<file path="config.mk">
export PLATFORM = sky130hd
export DESIGN_NAME = multicore_round_robin_scheduler
export DESIGN_NICKNAME = d
export VERILOG_FILES = /design/src/hdl/mrr_pkg.sv /design/src/hdl/multicore_round_robin_scheduler.sv
export SDC_FILE = /design/constraint.sdc
export NUM_CORES = 2
export LEC_CHECK = 0
export BUFFER_PORTS_ARGS = -buffer_cell sky130_fd_sc_hd__buf_2
export CORE_ASPECT_RATIO = 0.5
export CORE_MARGIN = 4
export CORE_UTILIZATION = 30
export CTS_BUF_LIST = sky130_fd_sc_hd__clkbuf_8
export DETAILED_ROUTE_END_ITERATION = 8
export PLACE_DENSITY_LB_ADDON = 0.2
export REMOVE_ABC_BUFFERS = 1
export SYNTH_ARGS = -nofsm -noshare
export SYNTH_HDL_FRONTEND = slang
export SYNTH_SLANG_ARGS = --single-unit
</file>
<file path="constraint.sdc">
create_clock -name clk -period 8.9 [get_ports clk]
set_clock_uncertainty 0.2 [all_clocks]
set_input_delay 0 -clock clk [delete_from_list [all_inputs] [get_ports clk]]
set_output_delay 0 -clock clk [all_outputs]
set_load 0.03 [all_outputs]
</file>
<file path="src/hdl/mrr_pkg.sv">
package mrr_pkg;
  localparam int MAX_CORES = 4;
  localparam int MAX_TASKS = 32;
  localparam int SW = $clog2(MAX_TASKS);
  localparam int CW = 2;
  localparam int IDW = 16;
  localparam int QW = 16;
  localparam int TCW = SW + 1;

  localparam logic [2:0] MODE_LOAD    = 3'd0;
  localparam logic [2:0] MODE_UNBLOCK = 3'd1;
  localparam logic [2:0] MODE_TICK    = 3'd2;
  localparam logic [2:0] MODE_BLOCK   = 3'd3;
  localparam logic [2:0] MODE_EXIT    = 3'd4;

  localparam logic [2:0] ST_READY   = 3'd6;
  localparam logic [2:0] ST_BLOCKED = 3'd7;

  localparam logic [2:0] REG_CORE_COUNT = 3'd0;

  typedef logic [SW-1:0] slot_t;
endpackage

</file>
<file path="src/hdl/multicore_round_robin_scheduler.sv">
// An unused core, or an idle core on an empty ring, strobes a result in the cycle after
// acceptance; a tick within its slice strobes after the slot read, a dispatch or exit after the ring walk.
// One transaction is taken at a time (busy is high until it is done); the ring walk reads
// one slot per cycle (up to MAX_TASKS slots); a load writes the head, successor and new slot.
// Reset (rst_n low, synchronous) empties the ring, idles all cores and restores core_count
// 1 and every quantum and slice to 1. The receiver cannot stall.
module multicore_round_robin_scheduler (
  input  logic        clk,
  input  logic        rst_n,
  input  logic        start,
  output logic        busy,
  input  logic [2:0]  in_mode,
  input  logic [15:0] in_task_id,
  input  logic [1:0]  in_core,
  output logic        out_valid,
  output logic [1:0]  out_core,
  output logic [15:0] out_running_id,
  output logic        out_idle,
  input  logic        cfg_we,
  input  logic [2:0]  cfg_index,
  input  logic [15:0] cfg_data
);
  localparam logic [3:0] S_IDLE   = 4'd0;
  localparam logic [3:0] S_LOADA  = 4'd1;   // head record read
  localparam logic [3:0] S_LOADB  = 4'd2;   // old successor read
  localparam logic [3:0] S_LOADC  = 4'd3;   // write new record
  localparam logic [3:0] S_UNBLK  = 4'd4;   // unblock scan
  localparam logic [3:0] S_TICK   = 4'd5;   // current slot read
  localparam logic [3:0] S_DSTART = 4'd6;   // dispatch from head: head read
  localparam logic [3:0] S_DWALK  = 4'd7;   // dispatch: test slot p
  localparam logic [3:0] S_EXA    = 4'd8;   // exit: current slot read
  localparam logic [3:0] S_EXB    = 4'd9;   // exit: successor read
  localparam logic [3:0] S_EXC    = 4'd10;  // exit: predecessor read

  // slot memory: {task, next, prev, status}
  localparam int EW = mrr_pkg::IDW + 2*mrr_pkg::SW + 3;
  logic [EW-1:0] mem [mrr_pkg::MAX_TASKS];
  logic [EW-1:0] rd_q;
  mrr_pkg::slot_t rd_addr;
  logic          wr_en;
  mrr_pkg::slot_t wr_addr;
  logic [EW-1:0] wr_data;

  // write first when the same entry is read
  always_ff @(posedge clk) begin
    if (wr_en) begin
      mem[wr_addr] <= wr_data;
    end
    if (wr_en && wr_addr == rd_addr) begin
      rd_q <= wr_data;
    end else begin
      rd_q <= mem[rd_addr];
    end
  end

  logic [mrr_pkg::IDW-1:0] q_task;
  mrr_pkg::slot_t          q_next, q_prev;
  logic [2:0]              q_stat;
  assign {q_task, q_next, q_prev, q_stat} = rd_q;

  logic [3:0] state_r, state_nxt;
  logic [2:0] cc_r, cc_nxt;
  logic [mrr_pkg::QW-1:0] quant_r [mrr_pkg::MAX_CORES];
  logic [mrr_pkg::QW-1:0] quant_nxt [mrr_pkg::MAX_CORES];
  logic [mrr_pkg::QW-1:0] slice_r [mrr_pkg::MAX_CORES];
  logic [mrr_pkg::QW-1:0] slice_nxt [mrr_pkg::MAX_CORES];
  logic [mrr_pkg::MAX_CORES-1:0] cbusy_r, cbusy_nxt;
  mrr_pkg::slot_t cslot_r [mrr_pkg::MAX_CORES];
  mrr_pkg::slot_t cslot_nxt [mrr_pkg::MAX_CORES];
  logic [mrr_pkg::MAX_TASKS-1:0] used_r, used_nxt;
  mrr_pkg::slot_t head_r, head_nxt;
  logic [mrr_pkg::TCW-1:0] total_r, total_nxt;
  logic [2:0] mode_r, mode_nxt;
  logic [15:0] id_r, id_nxt;
  logic [1:0] core_r, core_nxt;
  mrr_pkg::slot_t from_r, from_nxt;
  mrr_pkg::slot_t p_r, p_nxt;
  mrr_pkg::slot_t n_r, n_nxt;
  mrr_pkg::slot_t nx_r, nx_nxt;
  mrr_pkg::slot_t pv_r, pv_nxt;
  mrr_pkg::slot_t nn_r, nn_nxt;
  logic        out_valid_r, out_valid_nxt;
  logic [1:0]  out_core_r, out_core_nxt;
  logic [15:0] out_id_r, out_id_nxt;
  logic        out_idle_r, out_idle_nxt;

  logic [2:0] ncores;
  assign ncores = (cc_r > 3'(mrr_pkg::MAX_CORES)) ? 3'(mrr_pkg::MAX_CORES) : cc_r;

  mrr_pkg::slot_t cur_s;
  assign cur_s = cslot_r[core_r];

  // first free slot and first idle core
  mrr_pkg::slot_t free_s;
  logic [1:0] idle_c;
  logic idle_f;
  logic [2:0] new_st;
  always_comb begin
    free_s = '0;
    for (int i = mrr_pkg::MAX_TASKS - 1; i >= 0; i--) begin
      if (!used_r[i]) free_s = mrr_pkg::slot_t'(i);
    end
    idle_f = 1'b0;
    idle_c = '0;
    for (int i = mrr_pkg::MAX_CORES - 1; i >= 0; i--) begin
      if (!cbusy_r[i] && 3'(i) < ncores) begin
        idle_f = 1'b1;
        idle_c = 2'(i);
      end
    end
    new_st = idle_f ? {1'b0, idle_c} : mrr_pkg::ST_READY;
  end

  assign busy = (state_r != S_IDLE);
  assign out_valid = out_valid_r;
  assign out_core = out_core_r;
  assign out_running_id = out_id_r;
  assign out_idle = out_idle_r;

  function automatic logic [EW-1:0] set_stat(logic [EW-1:0] e, logic [2:0] st);
    return {e[EW-1:3], st};
  endfunction

  // sequencer
  always_comb begin
    state_nxt = state_r;
    cc_nxt = cc_r;
    quant_nxt = quant_r;
    slice_nxt = slice_r;
    cbusy_nxt = cbusy_r;
    cslot_nxt = cslot_r;
    used_nxt = used_r;
    head_nxt = head_r;
    total_nxt = total_r;
    mode_nxt = mode_r;
    id_nxt = id_r;
    core_nxt = core_r;
    from_nxt = from_r;
    p_nxt = p_r;
    n_nxt = n_r;
    nx_nxt = nx_r;
    pv_nxt = pv_r;
    nn_nxt = nn_r;
    out_valid_nxt = 1'b0;
    out_core_nxt = out_core_r;
    out_id_nxt = out_id_r;
    out_idle_nxt = out_idle_r;
    rd_addr = '0;
    wr_en = 1'b0;
    wr_addr = '0;
    wr_data = '0;

    // take register writes
    if (cfg_we) begin
      if (cfg_index == mrr_pkg::REG_CORE_COUNT) begin
        cc_nxt = cfg_data[2:0];
      end else if (cfg_index <= 3'(mrr_pkg::MAX_CORES)) begin
        quant_nxt[2'(cfg_index - 3'd1)] = cfg_data;
      end
    end

    case (state_r)
      S_IDLE: begin
        if (start) begin
          mode_nxt = in_mode;
          id_nxt = in_task_id;
          core_nxt = in_core;
          out_core_nxt = in_core;
          if (in_mode == mrr_pkg::MODE_LOAD) begin
            if (total_r == '0) begin
              // empty ring: the new task links to itself
              wr_en = 1'b1;
              wr_addr = free_s;
              wr_data = {in_task_id, free_s, free_s, new_st};
              used_nxt[free_s] = 1'b1;
              head_nxt = free_s;
              total_nxt = total_r + mrr_pkg::TCW'(1);
              if (idle_f) begin
                cbusy_nxt[idle_c] = 1'b1;
                cslot_nxt[idle_c] = free_s;
              end
            end else if (total_r < mrr_pkg::TCW'(mrr_pkg::MAX_TASKS)) begin
              rd_addr = head_r;
              state_nxt = S_LOADA;
            end
          end else if (in_mode == mrr_pkg::MODE_UNBLOCK) begin
            rd_addr = '0;
            n_nxt = '0;
            state_nxt = S_UNBLK;
          end else if (in_mode inside {mrr_pkg::MODE_TICK, mrr_pkg::MODE_BLOCK,
                                       mrr_pkg::MODE_EXIT}) begin
            if (3'(in_core) >= ncores || (!cbusy_r[in_core] && total_r == '0)) begin
              // core out of use, or nothing to dispatch
              out_valid_nxt = 1'b1;
              out_id_nxt = '0;
              out_idle_nxt = 1'b1;
            end else if (!cbusy_r[in_core]) begin
              rd_addr = head_r;
              state_nxt = S_DSTART;
            end else begin
              rd_addr = cslot_r[in_core];
              state_nxt = (in_mode == mrr_pkg::MODE_EXIT) ? S_EXA : S_TICK;
            end
          end
        end
      end
      S_LOADA: begin
        // link the new slot after the head
        nx_nxt = q_next;
        wr_en = 1'b1;
        wr_addr = head_r;
        wr_data = {q_task, free_s, q_prev, q_stat};
        rd_addr = q_next;
        state_nxt = S_LOADB;
      end
      S_LOADB: begin
        // old successor, forwarded when it is the head itself
        wr_en = 1'b1;
        wr_addr = nx_r;
        wr_data = {q_task, q_next, free_s, q_stat};
        state_nxt = S_LOADC;
      end
      S_LOADC: begin
        wr_en = 1'b1;
        wr_addr = free_s;
        wr_data = {id_r, nx_r, head_r, new_st};
        used_nxt[free_s] = 1'b1;
        total_nxt = total_r + mrr_pkg::TCW'(1);
        if (idle_f) begin
          cbusy_nxt[idle_c] = 1'b1;
          cslot_nxt[idle_c] = free_s;
        end
        state_nxt = S_IDLE;
      end
      S_UNBLK: begin
        // rd_q holds slot n_r
        if (used_r[n_r] && q_task == id_r && q_stat == mrr_pkg::ST_BLOCKED) begin
          wr_en = 1'b1;
          wr_addr = n_r;
          wr_data = set_stat(rd_q, mrr_pkg::ST_READY);
          state_nxt = S_IDLE;
        end else if (n_r == mrr_pkg::slot_t'(mrr_pkg::MAX_TASKS - 1)) begin
          state_nxt = S_IDLE;
        end else begin
          n_nxt = n_r + mrr_pkg::slot_t'(1);
          rd_addr = n_r + mrr_pkg::slot_t'(1);
        end
      end
      S_TICK: begin
        if (mode_r == mrr_pkg::MODE_TICK && slice_r[core_r] != '0) begin
          slice_nxt[core_r] = slice_r[core_r] - 16'd1;
          out_valid_nxt = 1'b1;
          out_id_nxt = q_task;
          out_idle_nxt = 1'b0;
          state_nxt = S_IDLE;
        end else begin
          // park the task and walk on from it; an expired tick still counts down
          wr_en = 1'b1;
          wr_addr = cur_s;
          wr_data = set_stat(rd_q, (mode_r == mrr_pkg::MODE_TICK) ?
                                   mrr_pkg::ST_READY : mrr_pkg::ST_BLOCKED);
          slice_nxt[core_r] = (mode_r == mrr_pkg::MODE_TICK) ?
                              quant_r[core_r] - 16'd1 : quant_r[core_r];
          from_nxt = cur_s;
          p_nxt = q_next;
          n_nxt = '0;
          rd_addr = q_next;
          state_nxt = S_DWALK;
        end
      end
      S_DSTART: begin
        // idle core: walk from the head
        slice_nxt[core_r] = quant_r[core_r];
        from_nxt = head_r;
        p_nxt = q_next;
        n_nxt = '0;
        rd_addr = q_next;
        state_nxt = S_DWALK;
      end
      S_DWALK: begin
        // rd_q holds slot p_r
        if (q_stat == mrr_pkg::ST_READY) begin
          wr_en = 1'b1;
          wr_addr = p_r;
          wr_data = set_stat(rd_q, {1'b0, core_r});
          cbusy_nxt[core_r] = 1'b1;
          cslot_nxt[core_r] = p_r;
          out_valid_nxt = 1'b1;
          out_id_nxt = q_task;
          out_idle_nxt = 1'b0;
          state_nxt = S_IDLE;
        end else if (p_r == from_r || n_r == mrr_pkg::slot_t'(mrr_pkg::MAX_TASKS - 1)) begin
          cbusy_nxt[core_r] = 1'b0;
          out_valid_nxt = 1'b1;
          out_id_nxt = '0;
          out_idle_nxt = 1'b1;
          state_nxt = S_IDLE;
        end else begin
          p_nxt = q_next;
          n_nxt = n_r + mrr_pkg::slot_t'(1);
          rd_addr = q_next;
        end
      end
      S_EXA: begin
        // hold the neighbours of the leaving task
        pv_nxt = q_prev;
        nx_nxt = q_next;
        rd_addr = q_next;
        state_nxt = S_EXB;
      end
      S_EXB: begin
        // successor: prev = pv
        wr_en = 1'b1;
        wr_addr = nx_r;
        wr_data = {q_task, q_next, pv_r, q_stat};
        nn_nxt = q_next;
        rd_addr = pv_r;
        state_nxt = S_EXC;
      end
      S_EXC: begin
        // predecessor: next = nx, then drop the task and walk from its successor
        wr_en = 1'b1;
        wr_addr = pv_r;
        wr_data = {q_task, nx_r, q_prev, q_stat};
        if (head_r == cur_s) head_nxt = nx_r;
        used_nxt[cur_s] = 1'b0;
        total_nxt = total_r - mrr_pkg::TCW'(1);
        slice_nxt[core_r] = quant_r[core_r];
        from_nxt = nx_r;
        rd_addr = (pv_r == nx_r) ? nx_r : nn_r;
        p_nxt = rd_addr;
        n_nxt = '0;
        state_nxt = S_DWALK;
      end
      default: state_nxt = S_IDLE;
    endcase
  end

  always_ff @(posedge clk) begin
    if (!rst_n) begin
      state_r <= S_IDLE;
      cc_r <= 3'd1;
      for (int i = 0; i < mrr_pkg::MAX_CORES; i++) begin
        quant_r[i] <= 16'd1;
        slice_r[i] <= 16'd1;
        cslot_r[i] <= '0;
      end
      cbusy_r <= '0;
      used_r <= '0;
      head_r <= '0;
      total_r <= '0;
      mode_r <= '0;
      id_r <= '0;
      core_r <= '0;
      from_r <= '0;
      p_r <= '0;
      n_r <= '0;
      nx_r <= '0;
      pv_r <= '0;
      nn_r <= '0;
      out_valid_r <= 1'b0;
      out_core_r <= '0;
      out_id_r <= '0;
      out_idle_r <= 1'b0;
    end else begin
      state_r <= state_nxt;
      cc_r <= cc_nxt;
      quant_r <= quant_nxt;
      slice_r <= slice_nxt;
      cslot_r <= cslot_nxt;
      cbusy_r <= cbusy_nxt;
      used_r <= used_nxt;
      head_r <= head_nxt;
      total_r <= total_nxt;
      mode_r <= mode_nxt;
      id_r <= id_nxt;
      core_r <= core_nxt;
      from_r <= from_nxt;
      p_r <= p_nxt;
      n_r <= n_nxt;
      nx_r <= nx_nxt;
      pv_r <= pv_nxt;
      nn_r <= nn_nxt;
      out_valid_r <= out_valid_nxt;
      out_core_r <= out_core_nxt;
      out_id_r <= out_id_nxt;
      out_idle_r <= out_idle_nxt;
    end
  end
endmodule
</file>
== Word level (Yosys, flattened, before mapping) ==
Memories as Yosys holds them, arrays and structs flattened. A register that Yosys moved wholly into a read port is not among the register bits.
Index checks and enable logic that the tools add are counted.

* Add/subtract/negate cells: 6
* $lt $le $gt $ge: 25
* Equality and inequality tests: 44
* Multiplexer cells: 205
* Bitwise operators: 12
* Reductions and logical operators: 54

{| class="wikitable"
|+ Operators by type and width
! kind !! number
|-
| $mux 5 || 74
|-
| $pmux 29 s9 || 1
|-
| $bwmux 64 || 4
|-
| $mux 16 || 15
|-
| $mux 29 || 6
|-
| $pmux 64 s2 || 1
|-
| $mux 20 || 5
|-
| $mux 32 || 3
|-
| $pmux 32 s3 || 1
|-
| $mux 4 || 19
|-
| $bmux 16 s2 || 2
|-
| $demux 16 s2 || 2
|-
| $mux 64 || 1
|-
| $pmux 20 s3 || 1
|-
| $pmux 16 s3 || 1
|-
| $bwmux 20 || 2
|-
| $pmux 5 s8 || 1
|-
| $pmux 4 s9 || 1
|-
| $mux 1 || 35
|-
| $pmux 5 s7 || 1
|-
| $and 32x32->32 || 1
|-
| $ne 2x2->1 const B || 16
|-
| $not 32->32 || 1
|-
| $or 32x32->32 || 1
|-
| 72 further kinds || 151
|}

* Bits in registers: 271
* RAM bits: 928
* Input port bits: 44
* Output and inout bits: 21
* Memories kept: 1

{| class="wikitable"
|+ Memory list
! memory !! words !! bits a word !! read ports !! clocked after Yosys merged registers in !! wr ports !! RTL line !! text
|-
| mem || 32 || 29 || 1 || 1 || 1 || multicore_round_robin_scheduler.sv:37 || <nowiki>logic [EW-1:0] mem [mrr_pkg::MAX_TASKS];</nowiki>
|}

== Longest topological paths before layout ==
* Depth in word-level cells: 41
* Gate-level depth with buffers: 20
* Gate-level depth less buffers: 12

== Worst setup path before layout ==
Ideal clock, no wire load.

* Kind: reg-to-reg
* From: register, netlist name out_core[0]
* To: memory mem[19][0] in the netlist's numbering (enable)
* Library setup time: 0.498 ns
* Arrival time: 7.489 ns
* Setup slack: 0.712 ns
* Stages on the path, launching flop included: 16
* Period minus slack after synthesis: 8.188 ns
* Cell sequence: dfxtp_1 > buf_2 > buf_2 > buf_1 > clkbuf_1 > mux4_2 > inv_1 > ha_1 > nand4b_1 > and2_1 > nor2_1 > a22oi_1 > o211ai_1 > or2_2 > a22oi_1 > nor4b_1

{| class="wikitable"
|+ RTL lines
! element !! RTL line
|-
| end, declared || multicore_round_robin_scheduler.sv:37
|}

==> results by group <==
Synth
  • Post-synth cell types: 83
  • Post-synth EDFFs: 928
  • Mapped Area: 50,400 um^2
  • Async SR Flop Fraction: 0%
  • Mean post-synth cell area: 14.8 um^2
  • Post-synth top cells: 928 x edfxtp_1, 368 x nand2_1, 276 x dfxtp_1
  • Top cells by area, synth: edfxtp_1 55%, mux4_2 12%, dfxtp_1 11%
  • Synthesis-stage register bit count: 1,204
  • YS warnings: 0
  • Most common cell in the netlist: edfxtp_1
  • Area share of the largest cell type after synthesis: 55.3%
  • Synth Instances: 3,408
  • Primary FF master, synth: edfxtp_1
  • Synth area leader: edfxtp_1
  • Seq/Total Area, Yosys: 66.2%

Timing
  • Max Fclk: 0.138 GHz
  • Fin. max-slew vios: 0
  • Final setup violation count: 0
  • Relative slew slack: 8.01%
  • Final Critical Period: 7.26 ns
  • Crit share post-route: 81.6%
  • Worst-margin pin slew: 1.37 ns
  • Hold Violations, Final: 0
  • RSZ-0062 raised after global routing: false
  • Fin Hold WS: 0.154 ns

Clock tree
  • Setup Fix Bufs, Post-CTS: 0
  • Resized cells post-CTS: 0
  • Hold_buf cts: 138
  • TritonCTS clock tree: built
  • Worst-path clk slew: 0.06 ns
  • Clock Latency Late Sink: 0.91 ns
  • Clock sinks: 1,204
  • H-tree level count: 4
  • Root buf cell: clkbuf_8
  • Max Root-Sink Buffers: 3
  • CTS buffer count: 182

Final layout
  • P&R area growth vs syn: 16.4%
  • Final Cell Area: 58,700 um^2
  • Share of layout cells above drive strength 1: 19.9%
  • Layout Nets: 3,748

Global routing
  • Global-route wire length before repair: 228 mm
  • Initial antenna violation count: 5
  • GRT overflow: 0
  • GRT Overall Usage: 17.6%
  • Number of global-route vias before repair: 32,200
  • Largest net degree at the start of global routing: 186

Worst setup path
  • Critical path cell sequence: buf_4, mux4_2, mux4_2, mux2i_4, xnor2_1, or4_1, or4_1, nor3_2, a21oi_1, or3_1, nor2_4, buf_4
  • Family with the most delay on the worst path: simple AND/OR/NAND/NOR gates
  • WP data arrival: 7.65 ns
  • Slowest stage cell, crit path: nor2_4
  • Startpoint types: flop
  • CP Capture Type: flop
  • Setup CP Type: reg -> reg
  • CP Data Required Time: 9.29 ns
  • Worst path max stage delay: 0.93 ns
  • Crit path buf inv count: 2
  • Worst Path Max Fanout: 34

Pwr
  • VDD IR-drop max: 0.000148 V
  • Sw Pwr: 4.40 mW
  • Leakage: 18.5 nW
  • Sw Share: 31.1%
  • Logic pwr share: 21.9%
  • Clock power frac: 30.9%
  • Flop pwr share: 47.2%
  • Cell Pwr Density: 241 nW/um^2
  • Tot Pwr: 14.1 mW
  • Int Power: 9.73 mW

Drt
  • Vias: 31,900
  • Via-per-instance ratio: 5.26
  • Pre-antenna DRT Iters: 6
  • DRC Markers: 0
  • DRT iter0 DRCs: 3,374
  • Final wirelength: 158 mm
  • Drt wl/cell: 26.0 um
  • Post-route ant nets: 0

Die
  • Core box area: 167,000 um^2
  • Die height: 298 um
  • Row count: 106
  • I/O Pins: 65
  • Die Wd: 588 um
  • Initial Util: 30.2%
  • Die area: 175,000 um^2

Worst hold path
  • Hold Path Class: in -> reg

Outcome
  • Status: finished, final reports clean

Place
  • Placement-stage cell area: 53,900 um^2
  • Post-DP HPWL: 96.1 mm
  • Routability cong.: 0.845
  • Number of port buffers: 64

Flow run
  • Maxcap violations: 0
==> worst paths after layout <==
check                                         startpoint                        to  slack (ns)  cells past startpoint
worst max-delay path                                flop       mem[9][6]$_DFFE_PP_        1.64                     12
worst min-delay path                          in_mode[0]   state_r[3]$_SDFFE_PN0P_        0.15                      5
worst max register to register                      flop       mem[9][6]$_DFFE_PP_        1.64                     12
worst min register to register  slice_r[23]$_SDFFE_PN0P_  slice_r[23]$_SDFFE_PN0P_        0.25                      2
==> power by group through the flow <==
| stage | Combinational, mW | Clock, mW | Sequential (mW) |
|---|---|---|---|
| floorplan | 1.87 | 0 | 6.90 |
| global route | 3.30 | 4.75 | 6.69 |
| global placement | 2.99 | 0 | 6.79 |
| finish | 3.09 | 4.36 | 6.67 |
| CTS | 3.10 | 4.48 | 6.68 |
| detailed placement | 3.00 | 0 | 6.80 |
==> logic make-up (layout without fill, tap and decap cells) <==
group	after synthesis	after routing	share of synthesized area, %
other	0	2	0
adders and majority gates	12	12	0.313
muxes	407	407	14.9
buffers and inverters	233	664	2.07
and+or+nand+nor	863	863	7.65
DFF	1204	1204	66.2
xor gates and xnor gates	57	57	0.990
AOI/OAI and AO/OA	632	632	7.85
==> metal layers <==
metal  track usage [%]  share of wire [%]
met1              24.8                 45
met2              28.4                 47
met3              3.05                6.3
met4              4.39                1.9
met5                 0             0.0076
==> tightest hold or removal path: stages <==
cell	delay, ns
dlygate4sd3_1	0.60
buf_2	0.18
nor2_1	0.09
a32oi_1	0.20
nor2_1	0.06
==> sequential cells by signal, summed over array words and instances (netlist names), named ones only <==
register / flops
cc_r: 3
cslot_r: 20
from_r: 5
head_r: 5
id_r: 16
mem: 928
mode_r: 3
n_r: 5
nn_r: 5
nx_r: 5
out_core: 2
out_idle: 1
out_running_id: 16
out_valid: 1
p_r: 5
pv_r: 5
quant_r: 64
slice_r: 64
state_r: 4
total_r: 6
used_r: 32
==> through the flow <==
stage	setup slack [ns]	setup TNS (ns)	cells	util [%]
after CTS	1.64	0	6051	35.1
after global routing	1.26	0	6055	35.1
final	1.64	0	6055	35.1
after detailed placement	1.70	0	5582	32.3
after floorplan	-6.15	-7910.47	3208	-
after global placement	1.73	0	5582	32.3
==> cell usage in the layout (no fill, tap or decap), types with 9 or more instances in the layout <==
cell	n
xnor2_1	30
a21oi_1	270
a211oi_1	38
nor4_1	17
a221o_1	12
nand4_1	18
buf_2	64
inv_1	100
nand2b_1	24
a22oi_1	75
a222oi_1	11
nand2_1	368
xor2_1	27
mux2i_1	127
buf_12	10
edfxtp_1	928
dlygate4sd3_1	138
nor2_4	28
and2_1	16
nor3_1	37
mux4_2	268
or2_2	15
nor2b_1	22
o21ai_0	89
dfxtp_1	271
o211ai_1	10
clkinv_1	29
nand3_1	41
clkinv_2	18
o22ai_1	18
o221ai_2	15
clkbuf_8	201
o21a_1	9
a31oi_1	16
or3_1	14
nor2_1	207
ha_1	11
buf_4	87
==> layout make-up <==
type / instances / area, um^2
Tap cell: 2214 / 2770
Fill cell: 16000 / 108000
Timing Repair Buffer: 300 / 2570
Clock buffer: 201 / 2770
Multi-Input combinational cell: 1971 / 16500
Sequential cell: 1204 / 33400
Clock inverter: 130 / 619
Antenna cell: 2 / 5.00
Inverter: 33 / 131
Note: power is estimated with default switching activity, not from simulation.
